### config.mk
export PLATFORM = sky130hd
export DESIGN_NAME = calendar_date_adder_unit
export DESIGN_NICKNAME = d
export VERILOG_FILES = /design/src/rtl/cda_pkg.sv /design/src/rtl/cda_ctrl.sv /design/src/rtl/cda_datapath.sv /design/src/rtl/calendar_date_adder_unit.sv
export SDC_FILE = /design/constraint.sdc
export NUM_CORES = 1
export LEC_CHECK = 0
export ABC_AREA = 1
export BUFFER_PORTS_ARGS = -buffer_cell sky130_fd_sc_hd__buf_2
export CAP_MARGIN = 10
export CORE_ASPECT_RATIO = 1.75
export CORE_MARGIN = 8
export CORE_UTILIZATION = 59
export DETAILED_ROUTE_END_ITERATION = 8
export GPL_ROUTABILITY_DRIVEN = 0
export PLACE_DENSITY = 0.82
export SYNTH_ARGS = -nofsm -noshare
export SYNTH_HDL_FRONTEND = slang
export SYNTH_SLANG_ARGS = --single-unit
export TNS_END_PERCENT = 30
### constraint.sdc
create_clock -name clock -period 2.9 [get_ports clock]
set_input_delay 0.725 -clock clock [delete_from_list [all_inputs] [get_ports clock]]
set_output_delay 0.725 -clock clock [all_outputs]
set_load 0.01 [all_outputs]
### src/rtl/cda_pkg.sv
// shared types and constants of the calendar date adder
`default_nettype none

package cda_pkg;

   // field widths
   localparam int DAY_W      = 5;
   localparam int MONTH_W    = 4;
   localparam int YEAR_IN_W  = 14;
   localparam int YEAR_W     = 15;
   localparam int ADD_DAYS_W = 16;
   localparam int ADD_MON_W  = 10;
   localparam int ADD_YRS_W  = 14;

   // year remainder modulo the 400 year leap cycle
   localparam int REM_W = 14;
   localparam logic [REM_W-1:0] LEAP_CYCLE   = REM_W'(400);
   localparam logic [REM_W-1:0] LEAP_LAST    = REM_W'(399);
   localparam logic [REM_W-1:0] CENTURY_1    = REM_W'(100);
   localparam logic [REM_W-1:0] CENTURY_2    = REM_W'(200);
   localparam logic [REM_W-1:0] CENTURY_3    = REM_W'(300);

   // conditional subtract steps: 400 shifted by 5 down to 0 covers any 14 bit year
   localparam int RED_STEP_W = 3;
   localparam logic [RED_STEP_W-1:0] RED_FIRST = RED_STEP_W'(5);

   // month codes and lengths
   localparam logic [MONTH_W-1:0] MONTH_JAN = MONTH_W'(1);
   localparam logic [MONTH_W-1:0] MONTH_FEB = MONTH_W'(2);
   localparam logic [MONTH_W-1:0] MONTH_APR = MONTH_W'(4);
   localparam logic [MONTH_W-1:0] MONTH_JUN = MONTH_W'(6);
   localparam logic [MONTH_W-1:0] MONTH_SEP = MONTH_W'(9);
   localparam logic [MONTH_W-1:0] MONTH_NOV = MONTH_W'(11);
   localparam logic [MONTH_W:0]   MONTHS_PER_YEAR = (MONTH_W+1)'(12);

   localparam logic [DAY_W-1:0] LEN_LONG  = DAY_W'(31);
   localparam logic [DAY_W-1:0] LEN_SHORT = DAY_W'(30);
   localparam logic [DAY_W-1:0] LEN_LEAP  = DAY_W'(29);
   localparam logic [DAY_W-1:0] LEN_FEB   = DAY_W'(28);
   localparam logic [DAY_W-1:0] DAY_FIRST = DAY_W'(1);

   typedef enum logic [2:0] {
      ST_IDLE,
      ST_REDUCE,
      ST_DAYS,
      ST_MONTHS,
      ST_YEARS,
      ST_RESPOND
   } state_type;

   typedef struct packed {
      logic load;
      logic reduce;
      logic day_step;
      logic month_step;
      logic year_add;
   } cmd_type;

   typedef struct packed {
      logic red_last;
      logic days_zero;
      logic months_zero;
   } status_type;

endpackage

`default_nettype wire

### src/rtl/cda_ctrl.sv
// sequencing state machine of the calendar date adder
`default_nettype none

module cda_ctrl (
   input  wire logic               clock,
   input  wire logic               reset,
   input  wire logic               start,
   input  wire cda_pkg::status_type status,
   output cda_pkg::cmd_type        cmd,
   output logic                    busy,
   output logic                    rsp_strobe
);

   cda_pkg::state_type state_ff, state_in;

   always_ff @(posedge clock) begin
      if (reset) begin
         state_ff <= cda_pkg::ST_IDLE;
      end else begin
         state_ff <= state_in;
      end
   end

   always_comb begin
      state_in   = state_ff;
      cmd        = '0;
      busy       = 1'b1;
      rsp_strobe = 1'b0;
      unique case (state_ff)
         cda_pkg::ST_IDLE: begin
            busy = 1'b0;
            if (start) begin
               cmd.load = 1'b1;
               state_in = cda_pkg::ST_REDUCE;
            end
         end
         cda_pkg::ST_REDUCE: begin
            cmd.reduce = 1'b1;
            if (status.red_last) begin
               state_in = cda_pkg::ST_DAYS;
            end
         end
         cda_pkg::ST_DAYS: begin
            if (status.days_zero) begin
               state_in = cda_pkg::ST_MONTHS;
            end else begin
               cmd.day_step = 1'b1;
            end
         end
         cda_pkg::ST_MONTHS: begin
            if (status.months_zero) begin
               state_in = cda_pkg::ST_YEARS;
            end else begin
               cmd.month_step = 1'b1;
            end
         end
         cda_pkg::ST_YEARS: begin
            cmd.year_add = 1'b1;
            state_in     = cda_pkg::ST_RESPOND;
         end
         cda_pkg::ST_RESPOND: begin
            rsp_strobe = 1'b1;
            state_in   = cda_pkg::ST_IDLE;
         end
         default: begin
            state_in = cda_pkg::ST_IDLE;
         end
      endcase
   end

endmodule

`default_nettype wire

### src/rtl/cda_datapath.sv
// date registers, step counters and leap year tracking
`default_nettype none

module cda_datapath (
   input  wire logic                                clock,
   input  wire cda_pkg::cmd_type                    cmd,
   input  wire logic [cda_pkg::DAY_W-1:0]           start_day,
   input  wire logic [cda_pkg::MONTH_W-1:0]         start_month,
   input  wire logic [cda_pkg::YEAR_IN_W-1:0]       start_year,
   input  wire logic [cda_pkg::ADD_DAYS_W-1:0]      add_days,
   input  wire logic [cda_pkg::ADD_MON_W-1:0]       add_months,
   input  wire logic [cda_pkg::ADD_YRS_W-1:0]       add_years,
   output cda_pkg::status_type                      status,
   output logic [cda_pkg::DAY_W-1:0]                result_day,
   output logic [cda_pkg::MONTH_W-1:0]              result_month,
   output logic [cda_pkg::YEAR_W-1:0]               result_year
);

   logic [cda_pkg::DAY_W-1:0]      day_ff;
   logic [cda_pkg::MONTH_W-1:0]    month_ff;
   logic [cda_pkg::YEAR_W-1:0]     year_ff;
   logic [cda_pkg::REM_W-1:0]      rem_ff;
   logic [cda_pkg::RED_STEP_W-1:0] red_step_ff;
   logic [cda_pkg::ADD_DAYS_W-1:0] days_left_ff;
   logic [cda_pkg::ADD_MON_W-1:0]  months_left_ff;
   logic [cda_pkg::ADD_YRS_W-1:0]  years_ff;

   logic                           leap;
   logic [cda_pkg::DAY_W-1:0]      month_len;
   logic [cda_pkg::DAY_W:0]        day_inc;
   logic                           day_wrap;
   logic [cda_pkg::MONTH_W:0]      month_inc;
   logic                           year_carry;
   logic [cda_pkg::MONTH_W-1:0]    month_next;
   logic [cda_pkg::REM_W-1:0]      rem_next;
   logic [cda_pkg::REM_W-1:0]      red_sub;

   // leap rule on the year modulo 400
   assign leap = (rem_ff[1:0] == 2'b00) && (rem_ff != cda_pkg::CENTURY_1)
                 && (rem_ff != cda_pkg::CENTURY_2) && (rem_ff != cda_pkg::CENTURY_3);

   always_comb begin
      unique case (month_ff)
         cda_pkg::MONTH_FEB: month_len = leap ? cda_pkg::LEN_LEAP : cda_pkg::LEN_FEB;
         cda_pkg::MONTH_APR,
         cda_pkg::MONTH_JUN,
         cda_pkg::MONTH_SEP,
         cda_pkg::MONTH_NOV: month_len = cda_pkg::LEN_SHORT;
         default:            month_len = cda_pkg::LEN_LONG;
      endcase
   end

   assign day_inc    = {1'b0, day_ff} + 1'b1;
   assign day_wrap   = day_inc > {1'b0, month_len};
   assign month_inc  = {1'b0, month_ff} + 1'b1;
   assign year_carry = month_inc > cda_pkg::MONTHS_PER_YEAR;
   assign month_next = year_carry ? cda_pkg::MONTH_JAN : month_inc[cda_pkg::MONTH_W-1:0];
   assign rem_next   = (rem_ff == cda_pkg::LEAP_LAST) ? '0 : rem_ff + 1'b1;
   assign red_sub    = cda_pkg::LEAP_CYCLE << red_step_ff;

   assign status.red_last    = (red_step_ff == '0);
   assign status.days_zero   = (days_left_ff == '0);
   assign status.months_zero = (months_left_ff == '0);

   always_ff @(posedge clock) begin
      if (cmd.load) begin
         day_ff         <= start_day;
         month_ff       <= start_month;
         year_ff        <= {1'b0, start_year};
         rem_ff         <= start_year;
         red_step_ff    <= cda_pkg::RED_FIRST;
         days_left_ff   <= add_days;
         months_left_ff <= add_months;
         years_ff       <= add_years;
      end
      if (cmd.reduce) begin
         if (rem_ff >= red_sub) begin
            rem_ff <= rem_ff - red_sub;
         end
         red_step_ff <= red_step_ff - 1'b1;
      end
      if (cmd.day_step) begin
         days_left_ff <= days_left_ff - 1'b1;
         if (day_wrap) begin
            day_ff   <= cda_pkg::DAY_FIRST;
            month_ff <= month_next;
            if (year_carry) begin
               year_ff <= year_ff + 1'b1;
               rem_ff  <= rem_next;
            end
         end else begin
            day_ff <= day_inc[cda_pkg::DAY_W-1:0];
         end
      end
      if (cmd.month_step) begin
         months_left_ff <= months_left_ff - 1'b1;
         month_ff       <= month_next;
         if (year_carry) begin
            year_ff <= year_ff + 1'b1;
            rem_ff  <= rem_next;
         end
      end
      if (cmd.year_add) begin
         year_ff <= year_ff + {1'b0, years_ff};
      end
   end

   assign result_day   = day_ff;
   assign result_month = month_ff;
   assign result_year  = year_ff;

endmodule

`default_nettype wire

### src/rtl/calendar_date_adder_unit.sv
// top level of the calendar date adder: controller plus datapath
//
// one date per command: a transfer is taken when start is high and busy is low, and the
// result shows on the rsp_ ports for exactly one cycle with rsp_strobe high; nothing can
// hold it off, so the receiver must take it in that cycle. from the start transfer to
// the strobe an item goes through the reduction of the start year modulo 400 for the
// leap rule, the day steps one day at a time, then the month steps one month at a time,
// a check each that the day count and the month count have run out, the year add and
// the strobe. busy stays high throughout and a new start is taken from the cycle after
// the strobe. the day is not clamped after months are added, and a month outside 1..12
// counts as 31 days long
`default_nettype none

module calendar_date_adder_unit (
   input  wire logic                              clock,
   input  wire logic                              reset,
   input  wire logic                              start,
   output logic                                   busy,
   input  wire logic [cda_pkg::DAY_W-1:0]         req_start_day,
   input  wire logic [cda_pkg::MONTH_W-1:0]       req_start_month,
   input  wire logic [cda_pkg::YEAR_IN_W-1:0]     req_start_year,
   input  wire logic [cda_pkg::ADD_DAYS_W-1:0]    req_add_days,
   input  wire logic [cda_pkg::ADD_MON_W-1:0]     req_add_months,
   input  wire logic [cda_pkg::ADD_YRS_W-1:0]     req_add_years,
   output logic                                   rsp_strobe,
   output logic [cda_pkg::DAY_W-1:0]              rsp_result_day,
   output logic [cda_pkg::MONTH_W-1:0]            rsp_result_month,
   output logic [cda_pkg::YEAR_W-1:0]             rsp_result_year
);

   // command and status between the sequencer and the datapath
   cda_pkg::cmd_type    cmd;
   cda_pkg::status_type status;

   // sequencer: load, year reduction, day steps, month steps, year add, strobe
   cda_ctrl u_ctrl (
      .clock      (clock),
      .reset      (reset),
      .start      (start),
      .status     (status),
      .cmd        (cmd),
      .busy       (busy),
      .rsp_strobe (rsp_strobe)
   );

   // date registers hold the result steady until the next load
   cda_datapath u_datapath (
      .clock        (clock),
      .cmd          (cmd),
      .start_day    (req_start_day),
      .start_month  (req_start_month),
      .start_year   (req_start_year),
      .add_days     (req_add_days),
      .add_months   (req_add_months),
      .add_years    (req_add_years),
      .status       (status),
      .result_day   (rsp_result_day),
      .result_month (rsp_result_month),
      .result_year  (rsp_result_year)
   );

endmodule

`default_nettype wire
==> impl_metrics.py, run 1 <==
metrics = {
    "outcome": {
        "run_status": "finished clean",
    },
    "worst_hold_path": {
        "hold-path-cell-count": 1,
        "worst_hold_path_type": "reg -> reg",
    },
    "setup_path": {
        "startpoint_type": "flip-flop",
        "worst-path-max-fanout": 8,
        "critPathMostFrequentCell": "nand2_1",
        "timing.critical_path.buf_inv": 2,
        "setup.worst_path.start": "u_datapath.rem_ff[10]",
        "worst-endpoint-required_ns": 3.14,
        "r2r_start": "u_datapath.rem_ff[10]",
        "timing.critical_path.max_delay_family": "simple AND/OR/NAND/NOR gates",
        "crit_path_top_delay_cell": "dfxtp_2",
        "path_depth": 17,
        "timing.rr.end": "u_datapath.result_month[3]",
        "reg2reg_setup_slack_ns": 0.16,
        "rr_worst_depth": 17,
        "critical_path.endpoint": "u_datapath.result_month[3]",
        "worst_setup_path_end_kind": "flip-flop",
        "critPathMaxStageDelay_ns": 0.35,
        "ordered_list_of_cells_on_the_worst_path": "nor2_2 > nand4_1 > o21ai_1 > o2111ai_1 > nand2_1 > a21oi_1 > ha_1 > a21oi_1 > nand2_1 > nor2_2 > nand2_1 > nand2_4 > nand2_4 > nand2_8 > clkinvlp_4 > o211ai_1 > inv_1",
        "worstPathArrival_ns": 2.99,
        "critical_path_class": "reg -> reg",
    },
    "clocking": {
        "holdBufCountCts": 0,
        "tritoncts.num_buffers": 9,
        "clock_sink_count": 84,
        "worst_skew_pair.late_latency_ns": 0.35,
        "max-clock-path-buffers": 2,
        "htree_num_levels": 3,
        "clk_transition_reported_paths_ns": 0.07,
        "cts-root-buf": "clkbuf_16",
        "tritoncts": "done",
    },
    "grt": {
        "grt_first_pass_wirelength_um": 29400,
        "grt_max_degree": 50,
        "antenna_violations_before_repair": 0,
        "grt_remaining_overflow": 0,
        "grt_pass1_vias": 6579,
        "track_usage": 0.246,
    },
    "detailed_routing": {
        "vias": 6693,
        "wl_um": 18400,
        "initialDrtViolationCount": 464,
        "first_pass_iteration_count_of_the_detailed_router": 5,
        "vias_per_cell": 5.68,
        "drt_drc_violations_left": 0,
        "ant_nets": 0,
        "detail_route.wl_per_cell_um": 15.6,
    },
    "synth": {
        "post_synth.cell_area_avg_um2": 7.11,
        "synthesis.yosys.warnings": 0,
        "net_count_after_synthesis": 1038,
        "yosys.area.top_type": "edfxtp_1",
        "synth_top_cell_area_share": 0.218,
        "post_synth_edffs": 48,
        "ys_async_sr_fraction": 0,
        "synthDistinctLibCells": 46,
        "netlist_area_mm2": 0.00660,
        "synth_cells": 928,
        "synth_ff_type": "edfxtp_1",
        "synth_sequential_area_ratio": 0.328,
        "synth-seq-cells": 84,
        "netlist_top_cells_area": "edfxtp_1 (22%), nand2_1 (15%), dfxtp_1 (11%), ha_1 (8.2%), nand3_1 (5.9%)",
    },
    "timing": {
        "max_freq_mhz": 365,
        "report.final.hold_viol_count": 0,
        "drv_slew": 0,
        "layout_min_cycle_time_ns": 2.74,
        "skew_ns": 0.00988,
        "max-slew-margin-rel": 0.605,
        "layout_worst_path_cycle_share": 0.946,
        "fin_tns_setup_ns": 0,
        "setup_viol": 0,
        "grt_setup_unrepaired": "no",
        "tightest_slew_ns": 0.588,
    },
    "power_and_ir_drop": {
        "seq_power_share": 0.272,
        "power.leakage_nw": 3.75,
        "max-vdd-ir-drop_v": 0.000640,
        "switching_share": 0.495,
        "combPwrFrac": 0.600,
        "switchingPower_w": 0.00465,
        "share_clk_of_total_power": 0.128,
        "power_density_mw_per_mm2": 1220,
        "cellInternalPower_w": 0.00475,
    },
    "die": {
        "rows": 51,
        "dieArea_mm2": 0.0150,
        "floorplan.initialDensity": 0.598,
        "die_h_um": 156,
        "io_pins": 92,
        "die-width_um": 96.0,
        "core_mm2": 0.0110,
    },
    "placement": {
        "dpl.hpwl_um": 13900,
        "portBuffers": 91,
        "placedInstanceArea_mm2": 0.00730,
    },
    "finish": {
        "post-route-cell-area_mm2": 0.00769,
        "num_antenna_cells": 0,
        "fillers": 933,
        "synthToLayoutAreaGrowth_pct": 16.5,
        "final_layout_size_suffix_gt1_frac": 0.176,
        "finalNetCount": 1151,
    },
    "run": {
        "maxCapViolCount": 0,
    },
}
-- sequential cells by signal (all words and copies together) (netlist names) --
signal                     flops
u_datapath.red_step_ff         3
u_datapath.result_year        15
u_datapath.years_ff           14
u_datapath.days_left_ff       16
u_datapath.rem_ff             14
u_datapath.months_left_ff     10
u_datapath.result_day          5
u_datapath.result_month        4
u_ctrl.state_ff                3
-- per-stage QoR --
stage	cells	utilization	total power (W)	setup WS, ns	hold slack [ns]
floorplan	928	-	0.00633	0.442	0.472
global placement	1156	0.661	0.00783	0.313	0.485
detailed placement	1156	0.661	0.00794	0.193	0.500
CTS	1172	0.689	0.00919	0.116	0.518
global route	1178	0.697	0.0102	0.00723	0.538
finish	1178	0.697	0.00939	0.157	0.513
-- worst reg2reg max path, cell delays in order (launching register included) --
cell and delay [ns]:
dfxtp_2 0.35, nor2_2 0.14, nand4_1 0.24, o21ai_1 0.20
o2111ai_1 0.11, nand2_1 0.11, a21oi_1 0.07, ha_1 0.28
a21oi_1 0.13, nand2_1 0.09, nor2_2 0.11, nand2_1 0.10
nand2_4 0.11, nand2_4 0.08, nand2_8 0.13, clkinvlp_4 0.16
o211ai_1 0.18, inv_1 0.06
-- cell usage in the layout (no fill, tap or decap), types with 14 or more instances in the layout --
cell | synthesis | layout
a21oi_1 | 30 | 30
buf_2 | 10 | 91
buf_4 | 0 | 28
dfxtp_1 | 36 | 33
edfxtp_1 | 48 | 48
ha_1 | 43 | 43
inv_1 | 102 | 100
nand2_1 | 266 | 265
nand3_1 | 78 | 78
nand4_1 | 16 | 16
nor2_1 | 80 | 77
nor3_1 | 14 | 14
o21ai_0 | 70 | 67
xnor2_1 | 17 | 17
xor2_1 | 25 | 25
-- cell families (layout without fill, tap and decap cells) --
family	Yosys count	count (layout)	share of synthesized area
AOI/OAI and AO/OA	141	141	0.120
xor gates and xnor gates	42	42	0.0557
adders and majority gates	44	44	0.0845
buffers and inverters	126	243	0.0785
DFF	84	84	0.328
and+or+nand+nor	491	492	0.334
-- worst min path at each step --
| stage | slack (ns) | endpoint | startpoint |
|---|---|---|---|
| floorplan | 0.47 | u_datapath.rem_ff[0] | u_datapath.rem_ff[0] |
| global placement | 0.48 | u_datapath.rem_ff[0] | u_datapath.rem_ff[0] |
| detailed placement | 0.50 | u_datapath.rem_ff[0] | u_datapath.rem_ff[0] |
| CTS | 0.52 | u_datapath.rem_ff[0] | u_datapath.rem_ff[0] |
| global route | 0.54 | u_datapath.years_ff[10] | req_add_years[10] |
| finish | 0.51 | u_datapath.rem_ff[0] | u_datapath.rem_ff[0] |
-- metal layers --
metal,wire (um),track usage,up-vias
met3,819,0.0390,80
li1,-,-,3310
met1,6680,0.250,3039
met2,10100,0.462,264
met5,0,0,-
met4,857,0.119,0
-- synthesized netlist by cell type, types with 6 or more instances --
| master | count |
|---|---|
| nor3_1 | 14 |
| ha_1 | 43 |
| xor2_1 | 25 |
| xnor2_1 | 17 |
| dfxtp_1 | 36 |
| inv_1 | 102 |
| a21oi_1 | 30 |
| nand3_2 | 8 |
| buf_2 | 10 |
| nand4_1 | 16 |
| edfxtp_1 | 48 |
| nand3_1 | 78 |
| a31oi_1 | 7 |
| o21ai_1 | 7 |
| nand2_1 | 266 |
| o21ai_0 | 70 |
| nor2_1 | 80 |
| clkbuf_1 | 6 |
-- area by class of cell --
type,instances,area (um^2),area share
clock inverter,7,80.1,0.0104
multi-input combinational,719,3960,0.515
timing repair buffer,120,686,0.0892
sequential,84,2170,0.282
clock buffer,9,225,0.0293
tap,132,165,0.0215
inverter,107,408,0.0530
-- power by group through the flow --
stage	Sequential, W	Combinational [W]	Clock, W
floorplan	0.00248	0.00385	0
global placement	0.00252	0.00531	0
detailed placement	0.00254	0.00540	0
CTS	0.00252	0.00545	0.00121
global route	0.00261	0.00630	0.00126
finish	0.00256	0.00563	0.00120
-- what timing repair did --
action,in CTS,in global routing
setup endpoints to repair,0,25
setup buffers,0,5
gates resized for setup,0,15
Note: power is estimated with default switching activity, not from simulation.
==> run 2: changes to the inputs <==
--- a/config.mk
+++ b/config.mk
@@ -11,6 +11,7 @@
 export CORE_ASPECT_RATIO = 1.75
 export CORE_MARGIN = 8
 export CORE_UTILIZATION = 59
+export CTS_BUF_LIST = sky130_fd_sc_hd__clkbuf_8
 export DETAILED_ROUTE_END_ITERATION = 8
 export GPL_ROUTABILITY_DRIVEN = 0
 export PLACE_DENSITY = 0.82
==> constraint.sdc (replaced) <==
create_clock -name clock -period 3.1 [get_ports clock]
set_input_delay 0.775 -clock clock [delete_from_list [all_inputs] [get_ports clock]]
set_output_delay 0.775 -clock clock [all_outputs]
set_load 0.01 [all_outputs]
==> run 2 against run 1 <==
Effect of this change: maximum frequency shrank 2.4%; cell count fell by 1.8%; clock skew about the same; largest power group unchanged.
==> impl_metrics.py, run 2 (synthesis gave the netlist of run 1 again) <==
metrics = {
    "timing": {
        "setup_viol": 0,
        "report.final.hold_viol_count": 0,
        "fin_tns_setup_ns": 0,
        "grt_setup_unrepaired": "no",
        "skew_ns": 0.00952,
        "drv_slew": 0,
        "max-slew-margin-rel": 0.432,
        "layout_min_cycle_time_ns": 2.81,
        "tightest_slew_ns": 0.849,
        "layout_worst_path_cycle_share": 0.906,
        "max_freq_mhz": 356,
    },
    "detailed_routing": {
        "highest_layer": "met4",
        "vias_per_cell": 5.54,
        "detailroute.wirelength.met2_um": 9450,
        "wl_um": 17100,
        "drt_drc_violations_left": 0,
        "wl_met1_um": 6330,
        "initialDrtViolationCount": 365,
        "first_pass_iteration_count_of_the_detailed_router": 5,
        "detail_route.wl_per_cell_um": 14.8,
        "ant_nets": 0,
        "met3_length_um": 698,
        "vias": 6413,
    },
    "clocking": {
        "clock_sink_count": 84,
        "htree_num_levels": 3,
        "max-clock-path-buffers": 2,
        "holdBufCountCts": 0,
        "worst_skew_pair.late_latency_ns": 0.37,
        "tritoncts.num_buffers": 9,
        "tritoncts": "done",
        "clk_transition_reported_paths_ns": 0.09,
        "cts-root-buf": "clkbuf_8",
    },
    "grt": {
        "grt_pass1_vias": 6387,
        "grt_remaining_overflow": 0,
        "antenna_violations_before_repair": 0,
        "grt_max_degree": 49,
        "track_usage": 0.239,
        "grt_first_pass_wirelength_um": 28600,
    },
    "finish": {
        "largest_register_ff_count": 16,
        "synthToLayoutAreaGrowth_pct": 12.2,
        "final_layout_size_suffix_gt1_frac": 0.151,
        "final_cell_mix": "nand2_1 (266), inv_1 (102), buf_2 (91)",
        "num_antenna_cells": 0,
        "utilization_of_the_core_after_routing": 0.671,
        "finalNetCount": 1130,
        "regMostFlops": "u_datapath.days_left_ff",
        "layout.cells.most_common": "nand2_1",
        "fillers": 1021,
    },
    "setup_path": {
        "startpoint_type": "flip-flop",
        "r2r_start": "u_datapath.rem_ff[9]",
        "worst_setup_path_end_kind": "flip-flop",
        "critical_path_class": "reg -> reg",
        "worstPathArrival_ns": 3.07,
        "setup.worst_path.start": "u_datapath.rem_ff[9]",
        "worst-endpoint-required_ns": 3.36,
        "worst-path-max-fanout": 26,
    },
    "worst_hold_path": {
        "worst_hold_path_type": "reg -> reg",
        "hold_path_startpoint": "u_datapath.rem_ff[0]",
    },
    "placement": {
        "dpl.hpwl_um": 13400,
        "portBuffers": 91,
    },
    "die": {
        "io_pins": 92,
        "die-width_um": 96.0,
        "dieArea_mm2": 0.0150,
        "rows": 51,
        "core_mm2": 0.0110,
        "floorplan.initialDensity": 0.598,
        "die_h_um": 156,
    },
    "outcome": {
        "run_status": "finished clean",
    },
    "power_and_ir_drop": {
        "max-vdd-ir-drop_v": 0.000659,
        "power_density_mw_per_mm2": 1100,
        "power.leakage_nw": 3.59,
    },
    "run": {
        "maxCapViolCount": 0,
    },
}
-- run 2: power by group --
group	total [W]	internal, W	switching, W
Clock	0.000909	0.000468	0.000441
Sequential	0.00239	0.00182	0.000573
Combinational	0.00484	0.00176	0.00308
Total	0.00814	0.00405	0.00410
-- run 2: final cells by class --
| cell class | instances | area, um^2 | share of cell area |
|---|---|---|---|
| inverter | 107 | 408 | 0.0550 |
| timing repair buffer | 100 | 523 | 0.0706 |
| multi-input combinational | 718 | 3920 | 0.529 |
| tap | 132 | 165 | 0.0223 |
| sequential | 84 | 2160 | 0.292 |
| clock buffer | 9 | 124 | 0.0167 |
| clock inverter | 7 | 105 | 0.0142 |
-- run 2: metal layers --
layer | global-route usage | up-vias
met3 | 0.0333 | 51
met4 | 0.114 | 0
met1 | 0.244 | 2915
met5 | 0 | -
met2 | 0.449 | 178
li1 | - | 3269
-- run 2: worst paths after layout --
check | cells past startpoint | to | slack, ns
max reg2reg | 19 | u_datapath.result_year[10] | 0.29
min | 1 | u_datapath.rem_ff[0] | 0.53
max | 19 | u_datapath.result_year[10] | 0.29
min reg2reg | 1 | u_datapath.rem_ff[0] | 0.53
-- run 2: stage by stage --
step,cell area [um^2],cells,total power [W],setup slack (ns),hold slack [ns]
finish,7410,1157,0.00814,0.290,0.533
global route,7410,1157,0.00895,0.00253,0.559
CTS,7400,1157,0.00813,0.276,0.539
detailed placement,7180,1141,0.00718,0.312,0.513
global placement,7180,1141,0.00710,0.350,0.505
floorplan,6600,928,0.00593,0.642,0.472
-- run 2: timing repair --
action,CTS,global route
resized for setup,0,2
setup buffers,0,0
endpoints found under the setup margin,0,3
-- run 2: critical path, stage by stage (launching register included) --
cell and delay [ns]:
dfxtp_1 0.35, inv_1 0.17, nand4_1 0.19, o21ai_0 0.19, o2111ai_1 0.12, nand2_1 0.12
a21oi_1 0.09, ha_1 0.28, a21oi_1 0.13, nand2_1 0.07, nor2_1 0.13, nand2_1 0.10
nand2_4 0.11, nand2_4 0.07, nand2_4 0.13, nand2_8 0.17, nand2_1 0.10, nand2_1 0.05
nand2_1 0.05, nand2_1 0.05
==> run 3: changes to the inputs <==
--- a/config.mk
+++ b/config.mk
@@ -11,10 +11,10 @@
 export CORE_ASPECT_RATIO = 1.75
 export CORE_MARGIN = 8
 export CORE_UTILIZATION = 59
-export CTS_BUF_LIST = sky130_fd_sc_hd__clkbuf_8
+export CTS_BUF_LIST = sky130_fd_sc_hd__clkbuf_4 sky130_fd_sc_hd__clkbuf_8 sky130_fd_sc_hd__clkbuf_16
 export DETAILED_ROUTE_END_ITERATION = 8
 export GPL_ROUTABILITY_DRIVEN = 0
-export PLACE_DENSITY = 0.82
+export PLACE_DENSITY = 0.91
 export SYNTH_ARGS = -nofsm -noshare
 export SYNTH_HDL_FRONTEND = slang
 export SYNTH_SLANG_ARGS = --single-unit
==> run 3 against run 2 <==
Effect of this change: power rose by 5.7%; first-iteration DRC count up 68%; design area is 1.3% higher; sequential power barely moved; maximum frequency shrank 3.0%; cell count about the same; largest power group unchanged; clock skew barely moved; combinational power grew 4.5%; wire length is 12% higher; sequential share of layout area is 0.38 points lower; flip-flop and latch count did not move.
==> impl_metrics.py, run 3 (synthesis gave the netlist of run 1 again) <==
metrics = {
    "outcome": {
        "run_status": "finished clean",
    },
    "die": {
        "core_mm2": 0.0110,
        "floorplan.initialDensity": 0.598,
        "rows": 51,
        "die_h_um": 156,
        "io_pins": 92,
        "dieArea_mm2": 0.0150,
        "die-width_um": 96.0,
    },
    "timing": {
        "grt_setup_unrepaired": "no",
        "layout_worst_path_cycle_share": 0.935,
        "max_freq_mhz": 345,
        "skew_ns": 0.0100,
        "drv_slew": 0,
        "tightest_slew_ns": 0.860,
        "report.final.hold_viol_count": 0,
        "fin_tns_setup_ns": 0,
        "max-slew-margin-rel": 0.425,
        "setup_viol": 0,
        "layout_min_cycle_time_ns": 2.90,
    },
    "detailed_routing": {
        "first_pass_iteration_count_of_the_detailed_router": 6,
        "wl_um": 19100,
        "vias": 6759,
        "initialDrtViolationCount": 612,
        "vias_per_cell": 5.84,
        "ant_nets": 0,
        "detail_route.wl_per_cell_um": 16.5,
        "drt_drc_violations_left": 0,
    },
    "setup_path": {
        "worst_setup_path_end_kind": "flip-flop",
        "reg2reg_setup_slack_ns": 0.20,
        "startpoint_type": "flip-flop",
        "worst-endpoint-required_ns": 3.33,
        "timing.rr.end": "u_datapath.rem_ff[5]",
        "r2r_start": "u_datapath.red_step_ff[1]",
        "rr_worst_depth": 14,
        "worstPathArrival_ns": 3.13,
        "worst-path-max-fanout": 9,
        "setup.worst_path.start": "u_datapath.red_step_ff[1]",
        "critical_path_class": "reg -> reg",
        "critical_path.endpoint": "u_datapath.rem_ff[5]",
    },
    "finish": {
        "fillers": 889,
        "layout.cells.most_common": "nand2_1",
        "finalNetCount": 1131,
        "num_antenna_cells": 0,
        "utilization_of_the_core_after_routing": 0.680,
        "synthToLayoutAreaGrowth_pct": 13.7,
        "final_cell_mix": "nand2_1 (265), inv_1 (102), buf_2 (91)",
        "regMostFlops": "u_datapath.days_left_ff",
        "final_layout_size_suffix_gt1_frac": 0.153,
        "largest_register_ff_count": 16,
    },
    "clocking": {
        "max-clock-path-buffers": 2,
        "cts_post_setup_buffers_inserted": 0,
        "tritoncts.num_buffers": 9,
        "worst_skew_pair.late_latency_ns": 0.35,
        "clock_sink_count": 84,
        "cts-root-buf": "clkbuf_16",
        "holdBufCountCts": 0,
        "clk_transition_reported_paths_ns": 0.07,
        "htree_num_levels": 3,
        "tritoncts": "done",
    },
    "grt": {
        "grt_first_pass_wirelength_um": 31100,
        "track_usage": 0.262,
        "antenna_violations_before_repair": 0,
        "grt_max_degree": 49,
        "grt_remaining_overflow": 0,
        "grt_pass1_vias": 6904,
    },
    "power_and_ir_drop": {
        "switchingPower_w": 0.00437,
        "power.leakage_nw": 3.64,
        "max-vdd-ir-drop_v": 0.000654,
        "power_density_mw_per_mm2": 1150,
        "switching_share": 0.507,
        "combPwrFrac": 0.588,
        "cellInternalPower_w": 0.00424,
        "share_clk_of_total_power": 0.132,
        "seq_power_share": 0.280,
    },
    "placement": {
        "dpl.hpwl_um": 14000,
        "portBuffers": 91,
    },
    "worst_hold_path": {
        "worst_hold_path_type": "reg -> reg",
    },
    "run": {
        "maxCapViolCount": 0,
    },
}
[run 3: cell count changes in the layout (fill, tap and decap cells not counted), sizes merged]
cell and delta:
clkinv +1, buf +1, bufinv -1
[run 3: area by class of cell]
type	count	area, um^2	share of cell area
multi-input combinational	718	3940	0.524
clock buffer	9	225	0.0300
tap	132	165	0.0220
inverter	107	408	0.0543
sequential	84	2160	0.288
timing repair buffer	101	531	0.0707
clock inverter	7	78.8	0.0105
[run 3: power groups by stage]
| stage | sequential (W) | clock, W | combinational (W) |
|---|---|---|---|
| 5_1_grt | 0.00245 | 0.00118 | 0.00571 |
| 2_1_floorplan | 0.00232 | 0 | 0.00360 |
| 6_report | 0.00241 | 0.00114 | 0.00506 |
| 4_1_cts | 0.00238 | 0.00113 | 0.00496 |
| 3_3_place_gp | 0.00237 | 0 | 0.00471 |
| 3_5_place_dp | 0.00239 | 0 | 0.00485 |
[run 3: worst min path at each step]
| stage | startpoint | endpoint | slack (ns) | cells past startpoint |
|---|---|---|---|---|
| 6_report | u_datapath.rem_ff[0] | u_datapath.rem_ff[0] | 0.53 | 1 |
| 5_1_grt | u_datapath.rem_ff[0] | u_datapath.rem_ff[0] | 0.55 | 1 |
| 2_1_floorplan | u_datapath.rem_ff[0] | u_datapath.rem_ff[0] | 0.47 | 1 |
| 3_3_place_gp | u_datapath.rem_ff[0] | u_datapath.rem_ff[0] | 0.50 | 1 |
| 3_5_place_dp | u_datapath.rem_ff[0] | u_datapath.rem_ff[0] | 0.51 | 1 |
| 4_1_cts | u_datapath.rem_ff[0] | u_datapath.rem_ff[0] | 0.53 | 1 |
[run 3: critical path: stages (launching register included)]
cell and delay, ns:
edfxtp_1 0.43, inv_1 0.16, ha_1 0.27, or2_2 0.31, o21ai_0 0.11, ha_1 0.33
nand2_1 0.12, nand2_1 0.07, o21bai_1 0.17, nand2_1 0.06, nand3_1 0.06, nand2_1 0.13
clkinvlp_4 0.21, nor2_1 0.23, o21bai_2 0.11
[run 3: repair_timing]
action	4_1_cts	5_1_grt
endpoints found under the hold margin	0	0
endpoints found under the setup margin	0	4
gates resized for setup	0	5
[run 3: routing by layer]
metal	vias up	share of wire	track usage
met1	3059	0.35	0.255
met2	315	0.54	0.474
met5	-	0	0
li1	3269	-	-
met3	116	0.055	0.0506
met4	0	0.061	0.179
[run 3: per-stage QoR]
step	setup WS (ns)	instances	hold slack [ns]	total power (W)	instance area [um^2]
after floorplan	0.642	928	0.472	0.00593	6600
after global placement	0.360	1142	0.499	0.00708	7180
after detailed placement	0.273	1142	0.510	0.00724	7180
after CTS	0.195	1158	0.529	0.00846	7490
after global routing	0.00900	1158	0.548	0.00934	7510
final	0.202	1158	0.528	0.00860	7510
